File: src/hdl/assert_macros.svh
// assertion helpers
`ifndef ASSERT_MACROS_SVH
`define ASSERT_MACROS_SVH

// same-cycle implication
`define SWOF_ASSERT_IMP(lbl, clk, rst, ante, cons) \
   lbl: assert property (@(posedge clk) disable iff (rst) (ante) |-> (cons)) \
      else $error("assertion failed");

// next-cycle implication
`define SWOF_ASSERT_NEXT(lbl, clk, rst, ante, cons) \
   lbl: assert property (@(posedge clk) disable iff (rst) (ante) |=> (cons)) \
      else $error("assertion failed");

`endif

File: src/hdl/swof_ram.sv
module swof_ram #(
   parameter int DEPTH = 32,
   parameter int WIDTH = 17
) (
   input  logic                     clock,
   input  logic                     we,
   input  logic [$clog2(DEPTH)-1:0] waddr,
   input  logic [WIDTH-1:0]         wdata,
   input  logic [$clog2(DEPTH)-1:0] raddr,
   output logic [WIDTH-1:0]         rdata
);

   logic [WIDTH-1:0] mem [DEPTH];

   always_ff @(posedge clock) begin
      if (we) begin
         mem[waddr] <= wdata;
      end
      rdata <= mem[raddr];
   end

endmodule

File: config.mk
export PLATFORM = sky130hd
export DESIGN_NAME = swof_ram
export DESIGN_NICKNAME = d
export VERILOG_FILES = /design/src/hdl/assert_macros.svh /design/src/hdl/swof_ram.sv
export SDC_FILE = /design/constraint.sdc
export NUM_CORES = 1
export LEC_CHECK = 0
export BUFFER_PORTS_ARGS = -buffer_cell sky130_fd_sc_hd__buf_2
export CORE_ASPECT_RATIO = 0.75
export CORE_MARGIN = 3
export CORE_UTILIZATION = 50
export DETAILED_ROUTE_END_ITERATION = 8
export GPL_TIMING_DRIVEN = 1
export PLACE_DENSITY = 0.66
export SLEW_MARGIN = 20
export SYNTH_ARGS = -nofsm -noshare
export SYNTH_HDL_FRONTEND = slang
export SYNTH_SLANG_ARGS = --single-unit
File: constraint.sdc
create_clock -name clock -period 2.4 [get_ports clock]
set_input_delay 0.12 -clock clock [delete_from_list [all_inputs] [get_ports clock]]
set_output_delay 0.12 -clock clock [all_outputs]
set_load 0.01 [all_outputs]
Word-level counts from Yosys, hierarchy flattened
Memory sizes are Yosys's and may differ from the RTL's. A register that Yosys moved wholly into a read port is not among the register bits.
Cells that the tools add are included.
- output and inout port bits: 17
- memories: 1
- input port bits: 29
- RAM bits: 544
- bits in registers: 0
- multiplexer cells: 2
- memory list (memory ; depth ; bits a word ; rd ports ; clocked after Yosys merged registers in ; write ports ; RTL line ; source):
    mem ; 32 ; 17 ; 1 ; 1 ; 1 ; swof_ram.sv:13 ; logic [WIDTH-1:0] mem [DEPTH];
- operators by type and width (operator ; number):
    two-way mux 1 bit ; 2

Longest topological paths before layout
- depth in word-level cells: 2
- depth in mapped cells: 7

Worst setup path after synthesis
OpenSTA, ideal clock, no wires.
- path type: in2reg
- from: input waddr[1]
- to: memory mem[12][0], enable pin
- cell stages on the path: 3
- arrival time: 1.513 ns
- path buffers: 1
- slack: 0.497 ns
- library setup time: 0.390 ns
- path through: or3b_2 -> clkbuf_1 -> nor2_1
- RTL lines (what ; RTL line ; source):
    from (decl) ; swof_ram.sv:7 ; input logic [$clog2(DEPTH)-1:0] waddr,
    to (decl) ; swof_ram.sv:13 ;
Straight into the memory's write port.

==> reports/results.txt <==
Register Area = 16700 um2
Drt pass-1 iters = 5
I/O Pins = 46
DP HPWL = 30.3 mm
Area leader, netlist = edfxtp_1
Worst-case clock buffer depth = 3
Clk Latency, worst-skew pair = 0.58 ns
Crit. End Element = flip-flop
Die Span X = 247 um
RSZ-0062 raised after global routing = no
Pwr dens = 802 nW/um2
CTS tree = yes
Routed WL per cell = 26.1 um
Top cell type's share of synthesized area = 75.2%
Die height = 187 um
CTS buffer count = 51
DRT iter0 DRCs = 1152
Total power = 0.0196 W
Final ANT Viol Nets = 0
Maxcap violations = 0
Gr usage total = 21.9%
Final period util = 64.7%
Resize count post-CTS = 0
VDD IR-drop max = 0.000612 V
Core footprint = 42500 um2
Port Buf Inserts = 45
Fin nets = 1340
Rel. slew slack = 50.4%
Hold Vio Cnt, Final = 0
Starting density of the core = 51.2%
Fmax = 0.644 GHz
Post-CTS setup buffer count = 0
Total die area = 46000 um2
Largest net degree at the start of global routing = 59
DRC errors left = 0
Routed WL = 50.2 mm
Hold_buf cts = 0
Leak pwr = 8.56 nW
Post-Syn Nets = 1241
Area Overhead vs Synth = 12.6%
Kind of critical path = input port to flip-flop
Row cnt = 65
Critical Path RT = 2.76 ns
Setup violations, final = 0
Distinct cell type count after synthesis = 25
H-tree depth = 2
First-pass GRT wire length = 74.3 mm
Area of the multi-input gates = 4650 um2
Antenna violations before repair = 4
Status = complete, no violations
Root buf cell = clkbuf_16
GP Congestion = 0.772
Cell area after synthesis = 21700 um2
Via count = 11398
Worst Skew = 0.0238 ns
Setup TNS = 0 ns
Clock period minus final worst setup slack = 1.55 ns
FILL cells = 3242
R2r setup slk = 0.87 ns
Number of global-route vias before repair = 11109
Pins Over Slew Limit = 0
Vias per inst = 5.93
Synth warnings = 0
Sequential area share after synthesis = 76.7%
Hold crit path type = input port to flip-flop
Crit path max fanout = 23
Area contributors post-synth = edfxtp_1 75%, mux2i_1 13%, a22oi_1 2.3%
Clock transition at path regs = 0.06 ns
Final Core Density = 57.6%
Startpoint Class = input port
Synth Instances = 1212
Crit path DAT = 1.91 ns
Synthesized area per cell = 17.9 um2
CTS Sinks = 561
Worst-margin pin slew = 0.744 ns
PnR worst setup slack = 0.847 ns
Grt ovf = 0
Layout cells sized above 1 = 16.7%
Flops & latches, synth = 561
Dpl ws = 0.334 ns
-- cells in the final DEF, fill, tap and decap left out, drive strengths merged, types with 34 or more instances in the layout --
cell / netlist / routed
mux2i: 272 / 272
a21oi: 34 / 34
nand2: 35 / 35
a22o: 34 / 34
nand3: 36 / 36
nor2: 34 / 34
clkbuf: 16 / 76
buf: 56 / 118
a22oi: 68 / 68
edfxtp: 544 / 544
-- path summary, 6_finish.rpt --
check | start | to | cells past startpoint
setup reg to reg | mem[1][12] | rdata[12] | 5
setup / recovery | raddr[2] | rdata[12] | 7
hold / removal | wdata[11] | mem[8][11] | 1
hold reg to reg | mem[10][16] | rdata[16] | 4
-- state kept, by name, indices dropped and copies added (netlist names) --
| signal | flops |
|---|---|
| mem | 544 |
| rdata | 17 |
-- per-stage QoR --
stage,instances,cell area [um2],hold slack (ns)
floorplan,1212,21700,0.219
global placement,1827,22900,0.537
detailed placement,1827,22900,0.539
CTS,1920,24500,0.0710
global route,1921,24500,0.0826
finish,1922,24500,0.0716
-- logic make-up after synthesis --
| logic type | synth area share (%) |
|---|---|
| buf+inv | 2.37 |
| compound gates | 4.99 |
| mux | 12.5 |
| simple gates | 3.40 |
| flops | 76.7 |
-- synth_stat cells --
cell	instances
a21oi_1	34
a22o_1	34
a22oi_1	68
a31oi_1	17
and2_1	1
buf_2	25
buf_4	11
buf_6	15
buf_8	5
clkbuf_1	15
clkbuf_4	1
dfxtp_1	17
edfxtp_1	544
mux2i_1	272
nand2_1	35
nand2b_1	2
nand3_1	36
nand3b_1	5
nand4_1	17
nor2_1	34
nor2b_1	2
nor3_1	17
or2_1	1
or3_1	1
or3b_2	3
-- where the power goes --
part / leakage (nW) / switching, W / total (W) / internal [W]
Combinational: 2.77 / 0.000723 / 0.00109 / 0.000369
Sequential: 5.04 / 0.0000594 / 0.0109 / 0.0109
Clock: 0.751 / 0.00341 / 0.00757 / 0.00416
Total: 8.56 / 0.00420 / 0.0196 / 0.0154
-- cell type report --
| class | instances | area share (%) |
|---|---|---|
| Sequential cell | 561 | 68.1 |
| Timing Repair Buffer | 118 | 3.66 |
| Clock buffer | 76 | 5.93 |
| Clock inverter | 17 | 0.332 |
| Antenna cell | 2 | 0.0205 |
| Multi-Input combinational cell | 579 | 19.0 |
| Tap cell | 569 | 2.91 |
-- critical path, cell delays in order --
cell and delay, ns:
buf_2 0.15, nor2b_4 0.44, buf_4 0.40, a22o_1 0.18, nor3_1 0.06, a31oi_1 0.23, nand3_1 0.31
-- routing by layer --
metal / up-vias / track usage [%] / routed length (um)
li1: 5034 / - / -
met1: 5852 / 35.0 / 23500
met2: 439 / 31.1 / 21700
met3: 71 / 3.85 / 3900
met4: 2 / 5.60 / 1060
met5: - / 1.16 / 11
Power figures use the tool's default switching activity.
