<file path="config.mk">
export PLATFORM = sky130hd
export DESIGN_NAME = swof_div
export DESIGN_NICKNAME = d
export VERILOG_FILES = /design/src/hdl/assert_macros.svh /design/src/hdl/swof_pkg.sv /design/src/hdl/swof_div.sv
export SDC_FILE = /design/constraint.sdc
export NUM_CORES = 1
export LEC_CHECK = 0
export BUFFER_PORTS_ARGS = -buffer_cell sky130_fd_sc_hd__clkbuf_2
export CAP_MARGIN = 10
export CORE_ASPECT_RATIO = 1.5
export CORE_MARGIN = 4
export CORE_UTILIZATION = 40
export CTS_CLUSTER_SIZE = 14
export DETAILED_ROUTE_END_ITERATION = 8
export GPL_ROUTABILITY_DRIVEN = 0
export PLACE_DENSITY = 0.66
export SYNTH_ARGS = -nofsm -noshare
export SYNTH_HDL_FRONTEND = slang
export SYNTH_SLANG_ARGS = --single-unit
</file>
<file path="constraint.sdc">
create_clock -name clock -period 2.1 [get_ports clock]
set_input_delay 0.525 -clock clock [delete_from_list [all_inputs] [get_ports clock]]
set_output_delay 0.525 -clock clock [all_outputs]
set_load 0.01 [all_outputs]
</file>
<file path="src/hdl/assert_macros.svh">
// assertion helpers
`ifndef ASSERT_MACROS_SVH
`define ASSERT_MACROS_SVH

// same-cycle implication
`define SWOF_ASSERT_IMP(lbl, clk, rst, ante, cons) \
   lbl: assert property (@(posedge clk) disable iff (rst) (ante) |-> (cons)) \
      else $error("assertion failed");

// next-cycle implication
`define SWOF_ASSERT_NEXT(lbl, clk, rst, ante, cons) \
   lbl: assert property (@(posedge clk) disable iff (rst) (ante) |=> (cons)) \
      else $error("assertion failed");

`endif

</file>
<file path="src/hdl/swof_pkg.sv">
package swof_pkg;

   localparam int MAX_WINDOW  = 32;
   localparam int SAMPLE_BITS = 16;
   localparam int PTR_W       = $clog2(MAX_WINDOW);
   localparam int CNT_W       = PTR_W + 1;
   localparam int SUM_W       = SAMPLE_BITS + CNT_W;
   localparam int SQ_W        = 2 * SAMPLE_BITS + CNT_W;
   localparam int DQ_W        = SQ_W + CNT_W;
   localparam int DH_W        = (DQ_W + 1) / 2;
   localparam int THR_W       = 16;
   localparam int T2_W        = 2 * THR_W;
   localparam int RHS_W       = T2_W + DQ_W + 1;
   localparam int LHS_W       = 2 * SUM_W + 16;
   localparam int DIVD_W      = SUM_W + 1;
   localparam int DIVS_W      = CNT_W + 1;
   localparam int DIVC_W      = $clog2(DIVD_W + 1);
   localparam int HNUM_W      = 22;
   localparam int HDEN_W      = 14;
   localparam int HL_W        = SAMPLE_BITS + HNUM_W;
   localparam int HR1_W       = THR_W + HDEN_W;
   localparam int HR_W        = HR1_W + SAMPLE_BITS;
   localparam int RAM_W       = SAMPLE_BITS + 1;

   localparam logic [HNUM_W-1:0] HAMPEL_NUM = 22'd2560000;
   localparam logic [HDEN_W-1:0] HAMPEL_DEN = 14'd14826;

   typedef logic [2:0] reg_addr_type;
   localparam reg_addr_type REG_ENABLE = 3'd0;
   localparam reg_addr_type REG_MODE   = 3'd1;
   localparam reg_addr_type REG_WINDOW = 3'd2;
   localparam reg_addr_type REG_HTHR   = 3'd3;
   localparam reg_addr_type REG_ZTHR   = 3'd4;

   typedef enum logic [1:0] {PASS_MED, PASS_MAD, PASS_SUM} pass_type;

   typedef struct packed {
      logic              start;
      logic [DIVD_W-1:0] dividend;
      logic [DIVS_W-1:0] divisor;
   } div_req_type;

endpackage

</file>
<file path="src/hdl/swof_div.sv">
module swof_div (
   input  logic                            clock,
   input  logic                            reset,
   input  swof_pkg::div_req_type           div_req,
   output logic                            div_done,
   output logic [swof_pkg::DIVD_W-1:0]     div_quot
);
   import swof_pkg::*;

   logic              busy_ff, busy_in;
   logic              done_ff, done_in;
   logic [DIVC_W-1:0] cnt_ff, cnt_in;
   logic [DIVS_W-1:0] rem_ff, rem_in;
   logic [DIVS_W-1:0] dsr_ff, dsr_in;
   logic [DIVD_W-1:0] quo_ff, quo_in;
   logic [DIVS_W:0]   trial;

   always_comb begin
      busy_in = busy_ff;
      done_in = done_ff;
      cnt_in  = cnt_ff;
      rem_in  = rem_ff;
      dsr_in  = dsr_ff;
      quo_in  = quo_ff;
      trial   = {rem_ff, quo_ff[DIVD_W-1]};
      if (div_req.start) begin
         busy_in = 1'b1;
         done_in = 1'b0;
         cnt_in  = DIVC_W'(DIVD_W);
         rem_in  = '0;
         dsr_in  = div_req.divisor;
         quo_in  = div_req.dividend;
      end else if (busy_ff) begin
         if (trial >= {1'b0, dsr_ff}) begin
            rem_in = DIVS_W'(trial - {1'b0, dsr_ff});
            quo_in = {quo_ff[DIVD_W-2:0], 1'b1};
         end else begin
            rem_in = trial[DIVS_W-1:0];
            quo_in = {quo_ff[DIVD_W-2:0], 1'b0};
         end
         cnt_in = cnt_ff - 1'b1;
         if (cnt_ff == DIVC_W'(1)) begin
            busy_in = 1'b0;
            done_in = 1'b1;
         end
      end
   end

   always_ff @(posedge clock) begin
      if (reset) begin
         busy_ff <= 1'b0;
         done_ff <= 1'b0;
         cnt_ff  <= '0;
      end else begin
         busy_ff <= busy_in;
         done_ff <= done_in;
         cnt_ff  <= cnt_in;
      end
      rem_ff <= rem_in;
      dsr_ff <= dsr_in;
      quo_ff <= quo_in;
   end

   assign div_done = done_ff;
   assign div_quot = quo_ff;

endmodule

</file>
Yosys cells after proc, flatten, opt, wreduce, memory -nomap -nowiden
Cells that the tools add are included.
{ "totals": {"reg_bits": 44, "word_cells": 23} }
{ "classes": {"addsub": 2, "magnitude_cmp": 1, "n_eq_ne": 1, "mux": 9, "reduce_logical": 3} }
{ "op_table": {"columns": ["cell", "n"], "rows": [
  ["23-bit 2-to-1 mux", 2],
  ["5-bit 2-to-1 mux", 2],
  ["8-bit by 7-bit >= comparator with 1-bit output", 1],
  ["7-bit 2-to-1 mux", 1],
  ["7-bit subtractor", 1],
  ["5-bit by 1-bit equality test with 1-bit output (second input constant)", 1],
  ["5-bit by 1-bit subtractor with 5-bit output (second input constant)", 1],
  ["1-bit 2-to-1 mux", 4],
  ["2-bit AND reduction", 1],
  ["2-bit nonzero test", 1],
  ["2-bit OR reduction", 1]
]} }

Longest topological paths before layout
Gate-level depths: netlist (run 1).
{ "logic_depth": {"ltp_word": 4, "ltp_mapped": 9} }

Worst setup path before layout (run 1)
Ideal clock, no wire load.
{ "synth_path": {"kind": "reg2reg", "start": "register quo_ff[22] (netlist: div_quot[22])", "end": "register rem_ff[2]", "arrival_ns": 2.162, "required_time_ns": 2.012, "path_slack_ns": -0.150, "stages_incl_launch_ff": 10, "path_buffers": 2, "period_less_slack_ns": 2.250, "cell_sequence": "edfxtp_1 > inv_1 > ha_1 > fa_1 > nand2b_1 > a211o_1 > buf_2 > and3_1 > buf_2 > a311oi_2"} }
{ "synth_between": {"elab_chain_cells": 2, "word_cells_on_any_way": 3, "cone_classes": "1 x add/sub; 1 x order compare; 1 x mux"} }
{ "synth_lines": {"columns": ["element", "line", "text"], "rows": [
  ["from (decl)", "swof_div.sv:15", "logic [DIVD_W-1:0] quo_ff, quo_in;"],
  ["from (signal assigned)", "swof_div.sv:61", "quo_ff <= quo_in;"],
  ["7-bit subtractor or 8-bit by 7-bit >= comparator with 1-bit output (tied branches)", "swof_div.sv:35, swof_div.sv:34", null],
  ["7-bit 2-to-1 mux (*)", "swof_div.sv:34", "if (trial >= {1'b0, dsr_ff}) begin"],
  ["to (signal assigned)", "swof_div.sv:59", "rem_ff <= rem_in;"],
  ["to (decl)", "swof_div.sv:13", "logic [DIVS_W-1:0] rem_ff, rem_in;"]
]} }
Mark *: on every way between the ends. The rest lies on a longest branch, timed or not.
A chain may end at the register's enable or synchronous reset.

Final worst setup path (run 1)
{ "layout_path": {"start": "register dsr_ff[0]", "end": "register rem_ff[0]"} }
{ "layout_between": {"elab_chain_cells": 2, "word_cells_on_any_way": 3, "cone_classes": "1 x add/sub; 1 x order compare; 1 x mux"} }
{ "layout_lines": {"columns": ["element", "line", "text"], "rows": [
  ["from (decl)", "swof_div.sv:14", "logic [DIVS_W-1:0] dsr_ff, dsr_in;"],
  ["from (signal assigned)", "swof_div.sv:60", "dsr_ff <= dsr_in;"],
  ["7-bit subtractor or 8-bit by 7-bit >= comparator with 1-bit output (tied branches)", "swof_div.sv:35, swof_div.sv:34", null],
  ["7-bit 2-to-1 mux (*)", "swof_div.sv:34", null]
]} }
Marked as above.

==> results of run 1 <==
[flip-flops by register name, indices dropped and copies added (netlist names)]
| name | cells |
|---|---|
| busy_ff | 1 |
| cnt_ff | 5 |
| div_done | 1 |
| div_quot | 23 |
| dsr_ff | 7 |
| rem_ff | 7 |
[path summary, 6_finish.rpt]
| check | to | cells after the start | from |
|---|---|---|---|
| worst min register to register | div_done | 2 | div_done |
| worst min-delay path | dsr_ff[2] | 1 | div_req[2] |
| worst max-delay path | rem_ff[0] | 6 | dsr_ff[0] |
| worst max register to register | rem_ff[0] | 6 | dsr_ff[0] |
[worst max-delay path: stages, from the launching register on]
cell	delay, ps
edfxtp_1	430
ha_4	180
fa_2	340
nand2b_4	170
a211o_4	360
and3_4	220
a311oi_2	250
[final cells by class]
class                           instances  area, sq um  area share [%]
Timing Repair Buffer                   64          340            12.3
Inverter                               14         52.6            1.89
Sequential cell                        44         1180            42.6
Clock inverter                          2         13.8           0.496
Clock buffer                            6         82.6            2.98
Multi-Input combinational cell        122         1020            36.6
Tap cell                               70         87.6            3.16
[report_power, final]
group | switching, W | internal (W) | leakage [nW] | total, W
clock | 0.000306 | 0.000269 | 0.0516 | 0.000575
sequential | 0.0000468 | 0.00102 | 0.415 | 0.00106
combinational | 0.000219 | 0.000197 | 0.701 | 0.000416
[cell families after synthesis]
group,count (synthesis),share of synthesized area (%)
xor gates and xnor gates,7,2.74
and+or+nand+nor,47,11.6
adders and majority gates,10,5.92
muxes,22,11.1
AOI/OAI and AO/OA,35,11.8
buffers and inverters,24,4.24
DFF,44,52.7
[per-layer routing]
layer / up-vias / wire, microns / part of all wire, %
li1: 835 / - / -
met3: 11 / 278 / 5.6
met1: 818 / 2010 / 40
met5: - / 0 / 0
met2: 65 / 2570 / 51
met4: 0 / 150 / 3.0
[cells in the final DEF (no fill, tap or decap), drive strengths merged, types with 2 or more instances in the layout]
cell type,n
nand2b,4
a211o,2
edfxtp,30
dfxtp,14
nand3,2
o31ai,2
o21ai,6
mux2,22
or3b,2
a2111oi,2
and3,9
a41oi,4
nand2,8
xnor2,6
clkbuf,62
inv,15
a21oi,7
buf,8
nor2,9
a211oi,2
ha,9
nor3,4
a311oi,4
a21o,3
or4b,2
nand4,2
[what timing repair did]
item	CTS	global route
hold buffers	0	0
cloned	1	0
pin swaps	1	4
buffers inserted	0	2
gates resized for setup	2	1
setup endpoints to repair	6	5
[through the flow]
step | setup TNS (ps) | setup slack (ps)
global placement | 0 | 0.840
finish | 0 | 69.3
floorplan | -197 | -46.0
CTS | 0 | 11.7
global route | -29.2 | -29.2
detailed placement | -299 | -68.6
==> run metrics, run 1 <==
Peak VDD IR=0.586 mV; CTS tree=built; DP HPWL=roughly 3.6 mm; Slew @ Worst Pin=416 ps; Commonest cells post-synth=edfxtp_1, mux2_2, dfxtp_1, inv_1; Leak=between 1 and 1.5 nW; Inst Count DP=roughly 310; Antenna diodes=0; Synth Warn #=0; WL final=approximately 5.0 mm; worst hold path type=primary input to register; RSZ-0062 raised after global routing=yes; top-area cell type share of the netlist area=40.2%; most common cell in the netlist=edfxtp_1; post-synthesis cell count=~190; met2 Use GR=26.0%; CTS sink count=44; fin nets=between 200 and 300; R2R setup slack=~69 ps; # port buffers=56; share of cells above drive strength 1=between 40% and 50%; area grow syn2layout=23.8%; dominant cell type by area after synthesis=edfxtp_1; Clock Pin Slew Worst Setup and Hold Paths=90 ps; die area=about 7000 sq um; Yosys reg bits=44; CP max FO=6; Vias=1729; Slew HR=a little under three quarters; Syn Nets=232; Pwr Density=~740 nW/um^2; WHS=roughly 400 ps; final core occ=about half; busiest layer in global routing=met2; Setup-failing EPs final=0; Setup Skew=roughly 7.5 ps; synth unique cells=between 40 and 50; synth top area cells=edfxtp_1, dfxtp_1, mux2_2; initial antenna violation count=0; Synth Cell Area=2240 sq um; status=finished, final reports clean; DIE HEIGHT=~100 microns; max-slew violations=0; starting density of the core=between 40% and 50%; post-route insts no fill=322; sequential area share after synthesis=52.7%; core area=5450 sq um; asr flop ratio synth=0%; die width=69.1 microns; Clock Latency Late Sink=about 300 ps; PnR Total Power=between 0.002 and 0.0025 W; drt first pass iters=4; vias in the first global route=roughly 1800; design area=between 2000 and 3000 sq um; Post-synth EDFFs=30; Tot GR Track Use=between 10% and 20%; fill count=around 540; WP data required=approximately 2300 ps; Final Critical Period=just over 2000 ps; Avg Cell Area, Syn=around 12 sq um; DRC viols=0; crit path kind=register to register; met1 Usage GRT=17.4%; Rows=33; crit end category=register; crit path launch type=register; Final Hold Vio Count=0; vias per inst=about 5.4; placed cell area=2640 sq um; Fmax=492 MHz; first-pass GRT wire length=approximately 8.4 mm; Max Root-Sink Buffers=2; io pins=57; GR Util met3=under 10%; ratio of final minimum period to clock period=a little over nine tenths; Synth Flop Type=edfxtp_1; Iter 0 DRT Violations=between 80 and 90; number of H-tree levels=2; total global routing overflow=0; drt wl/cell=roughly 16 microns; Arrival @ worst endpoint=approximately 2300 ps; root buf cell=clkbuf_8; final antenna-violating net count=0; max_cap viols=0; largest net degree at the start of global routing=36; CTS Buf Count=5
No activity file was read; power rests on OpenSTA's default activity.
==> inputs of run 2 (changes only) <==
--- a/config.mk
+++ b/config.mk
@@ -7,10 +7,10 @@
 export LEC_CHECK = 0
 export BUFFER_PORTS_ARGS = -buffer_cell sky130_fd_sc_hd__clkbuf_2
 export CAP_MARGIN = 10
-export CORE_ASPECT_RATIO = 1.5
+export CORE_ASPECT_RATIO = 0.75
 export CORE_MARGIN = 4
 export CORE_UTILIZATION = 40
-export CTS_CLUSTER_SIZE = 14
+export CTS_CLUSTER_SIZE = 25
 export DETAILED_ROUTE_END_ITERATION = 8
 export GPL_ROUTABILITY_DRIVEN = 0
 export PLACE_DENSITY = 0.66
==> run 2 against run 1 <==
  * Cell area grew 1.4%
  * Via count shrank 2.8%
  * Cell count up 1.2%
  * Hold slack better by 8.6 ps
  * Register-to-register slack about the same
  * Sequential share of layout area shrank 0.61 points
  * Worst setup slack got worse by 11 ps
  * Clock power up 11%
  * Utilization up 1.4 points
  * Die area fell by 0.18%
  * Sequential power about the same
  * Critical path depth is the same
  * Critical endpoint unchanged
  * Highest routed layer unchanged
==> run metrics, run 2 (same netlist as run 1, synthesis figures left out) <==
Final Hold Vio Count=0 (unchanged); hold_sp=div_req[5]; die area=6880 sq um (-0.18%); max_cap viols=0 (unchanged); Clock Pin Slew Worst Setup and Hold Paths=80 ps (about the same); fill count=497 (-7.1%); Setup-failing EPs final=0 (unchanged); Rows=23 (-30%); Arrival @ worst endpoint=2250 ps (about the same); initial antenna violation count=0 (unchanged); ratio of final minimum period to clock period=97.2% (+0.50 points); most frequent cells in the layout=clkbuf_2, edfxtp_1, mux2_2; WP data required=2310 ps (about the same); family with the most delay on the worst path=compound AO/OA/AOI/OAI gates; PnR Total Power=0.00213 W (+3.6%); final antenna-violating net count=0 (unchanged); slowest CP cell=edfxtp_1; Leak=1.17 nW (+0.31%); first-pass GRT wire length=7.65 mm (-8.6%); share of cells above drive strength 1=44.2% (+0.97 points); crit path buf inv count=0 (unchanged); CTS tree=built; Slew HR=68.0% (-3.5 points); drt wl/cell=14.8 microns (-5.1%); max-slew violations=0 (unchanged); Worst path max stage delay=410 ps (-20 ps); Final Critical Period=2040 ps (+10.5 ps); crit end category=register; design area=2810 sq um (+1.4%); Max Root-Sink Buffers=2 (unchanged); RSZ-0062 raised after global routing=no; Clock Latency Late Sink=290 ps (about the same); vias in the first global route=1572 (-12%); max reg flops=23 (unchanged); Post-Place Setup Slack=-38.3 ps (+30.3 ps); area grow syn2layout=25.6%; Hold EP=dsr_ff[5]; DIE HEIGHT=72.8 microns (-27%); reg2reg start=dsr_ff[0]; CTS Buf Count=5 (unchanged); starting density of the core=41.6% (+0.53 points); Pwr Density=757 nW/um^2 (+2.1%); Antenna diodes=0 (unchanged); Vias=1680 (-2.8%); status=finished, final reports clean; Hold Crit Depth=1 (unchanged); fin nets=293 (-0.34%); DP HPWL=3.40 mm (-6.5%); root buf cell=clkbuf_8; largest net degree at the start of global routing=32 (-11%); Peak VDD IR=0.380 mV (-35%); CTS sink count=44 (unchanged); vias per inst=5.15 (-4.0%); Iter 0 DRT Violations=144 (+69%); Worst Reg-to-Reg Cells=6 (unchanged); final setup margin=58.8 ps (-10.5 ps); WL final=4.81 mm (-3.9%); Tot GR Track Use=14.4% (-0.64 points); Slew @ Worst Pin=468 ps (+51.9 ps); CP startpoint=dsr_ff[0]; # port buffers=56 (unchanged); most common cell after layout, fill and taps aside=clkbuf_2; worst hold path type=primary input to register; final core occ=52.3% (+1.4 points); drt first pass iters=4 (unchanged); placed cell area=2650 sq um (+0.43%); worst path cell trace=ha_4, fa_2, nand2b_4, a211o_4, and3_4, a311oi_2; io pins=57 (unchanged); crit path launch type=register; RR Endpoint=rem_ff[0]; total global routing overflow=0 (unchanged); number of H-tree levels=2 (unchanged); CP max FO=6 (unchanged); die width=94.4 microns (+37%); crit path kind=register to register; core area=5380 sq um (-1.3%); Fmax=490 MHz (-0.52%); R2R setup slack=60 ps (about the same); Setup Skew=5.55 ps (-1.91 ps); DRC viols=0 (unchanged)
[run 2: worst max-delay path by stage]
stage / endpoint / slack (ps) / cells past startpoint
global route: rem_ff[0] / 10 / 6
global placement: rem_ff[4] / 8 / 6
detailed placement: rem_ff[0] / -40 / 6
floorplan: rem_ff[2] / -50 / 9
finish: rem_ff[0] / 60 / 6
CTS: rem_ff[2] / 5 / 6
[run 2: where the power goes]
part,internal (W),switching (W)
clock network,0.000353,0.000285
logic,0.000202,0.000225
registers,0.00102,0.0000462
total,0.00157,0.000557
[run 2: per-stage QoR]
| stage | cells | hold slack [ps] | TNS (ps) |
|---|---|---|---|
| 2_1_floorplan | 189 | 494 | -197 |
| 3_3_place_gp | 315 | 478 | 0 |
| 3_5_place_dp | 315 | 481 | -131 |
| 4_1_cts | 323 | 400 | 0 |
| 5_1_grt | 326 | 391 | 0 |
| 6_report | 326 | 406 | 0 |
[run 2: what timing repair did]
item | CTS | global route
setup endpoints to repair | 5 | 5
buffers inserted | 0 | 2
pin swaps | 0 | 5
hold buffers | 0 | 0
gates resized for setup | 2 | 5
cloned | 0 | 1
[run 2: cell type report]
cell class,instances,area (sq um),area share (%)
Tap cell,75,93.8,3.33
Inverter,14,52.6,1.87
Multi-Input combinational cell,122,1030,36.7
Timing Repair Buffer,63,345,12.3
Clock buffer,6,72.6,2.58
Clock inverter,2,35.0,1.24
Sequential cell,44,1180,42.0
[run 2: metal layers]
layer | track usage [%] | vias up | wire [microns]
met5 | 0 | - | 0
met4 | 4.49 | 0 | 43
met3 | 3.92 | 4 | 311
met2 | 20.0 | 49 | 2060
met1 | 21.5 | 794 | 2400
li1 | - | 833 | -
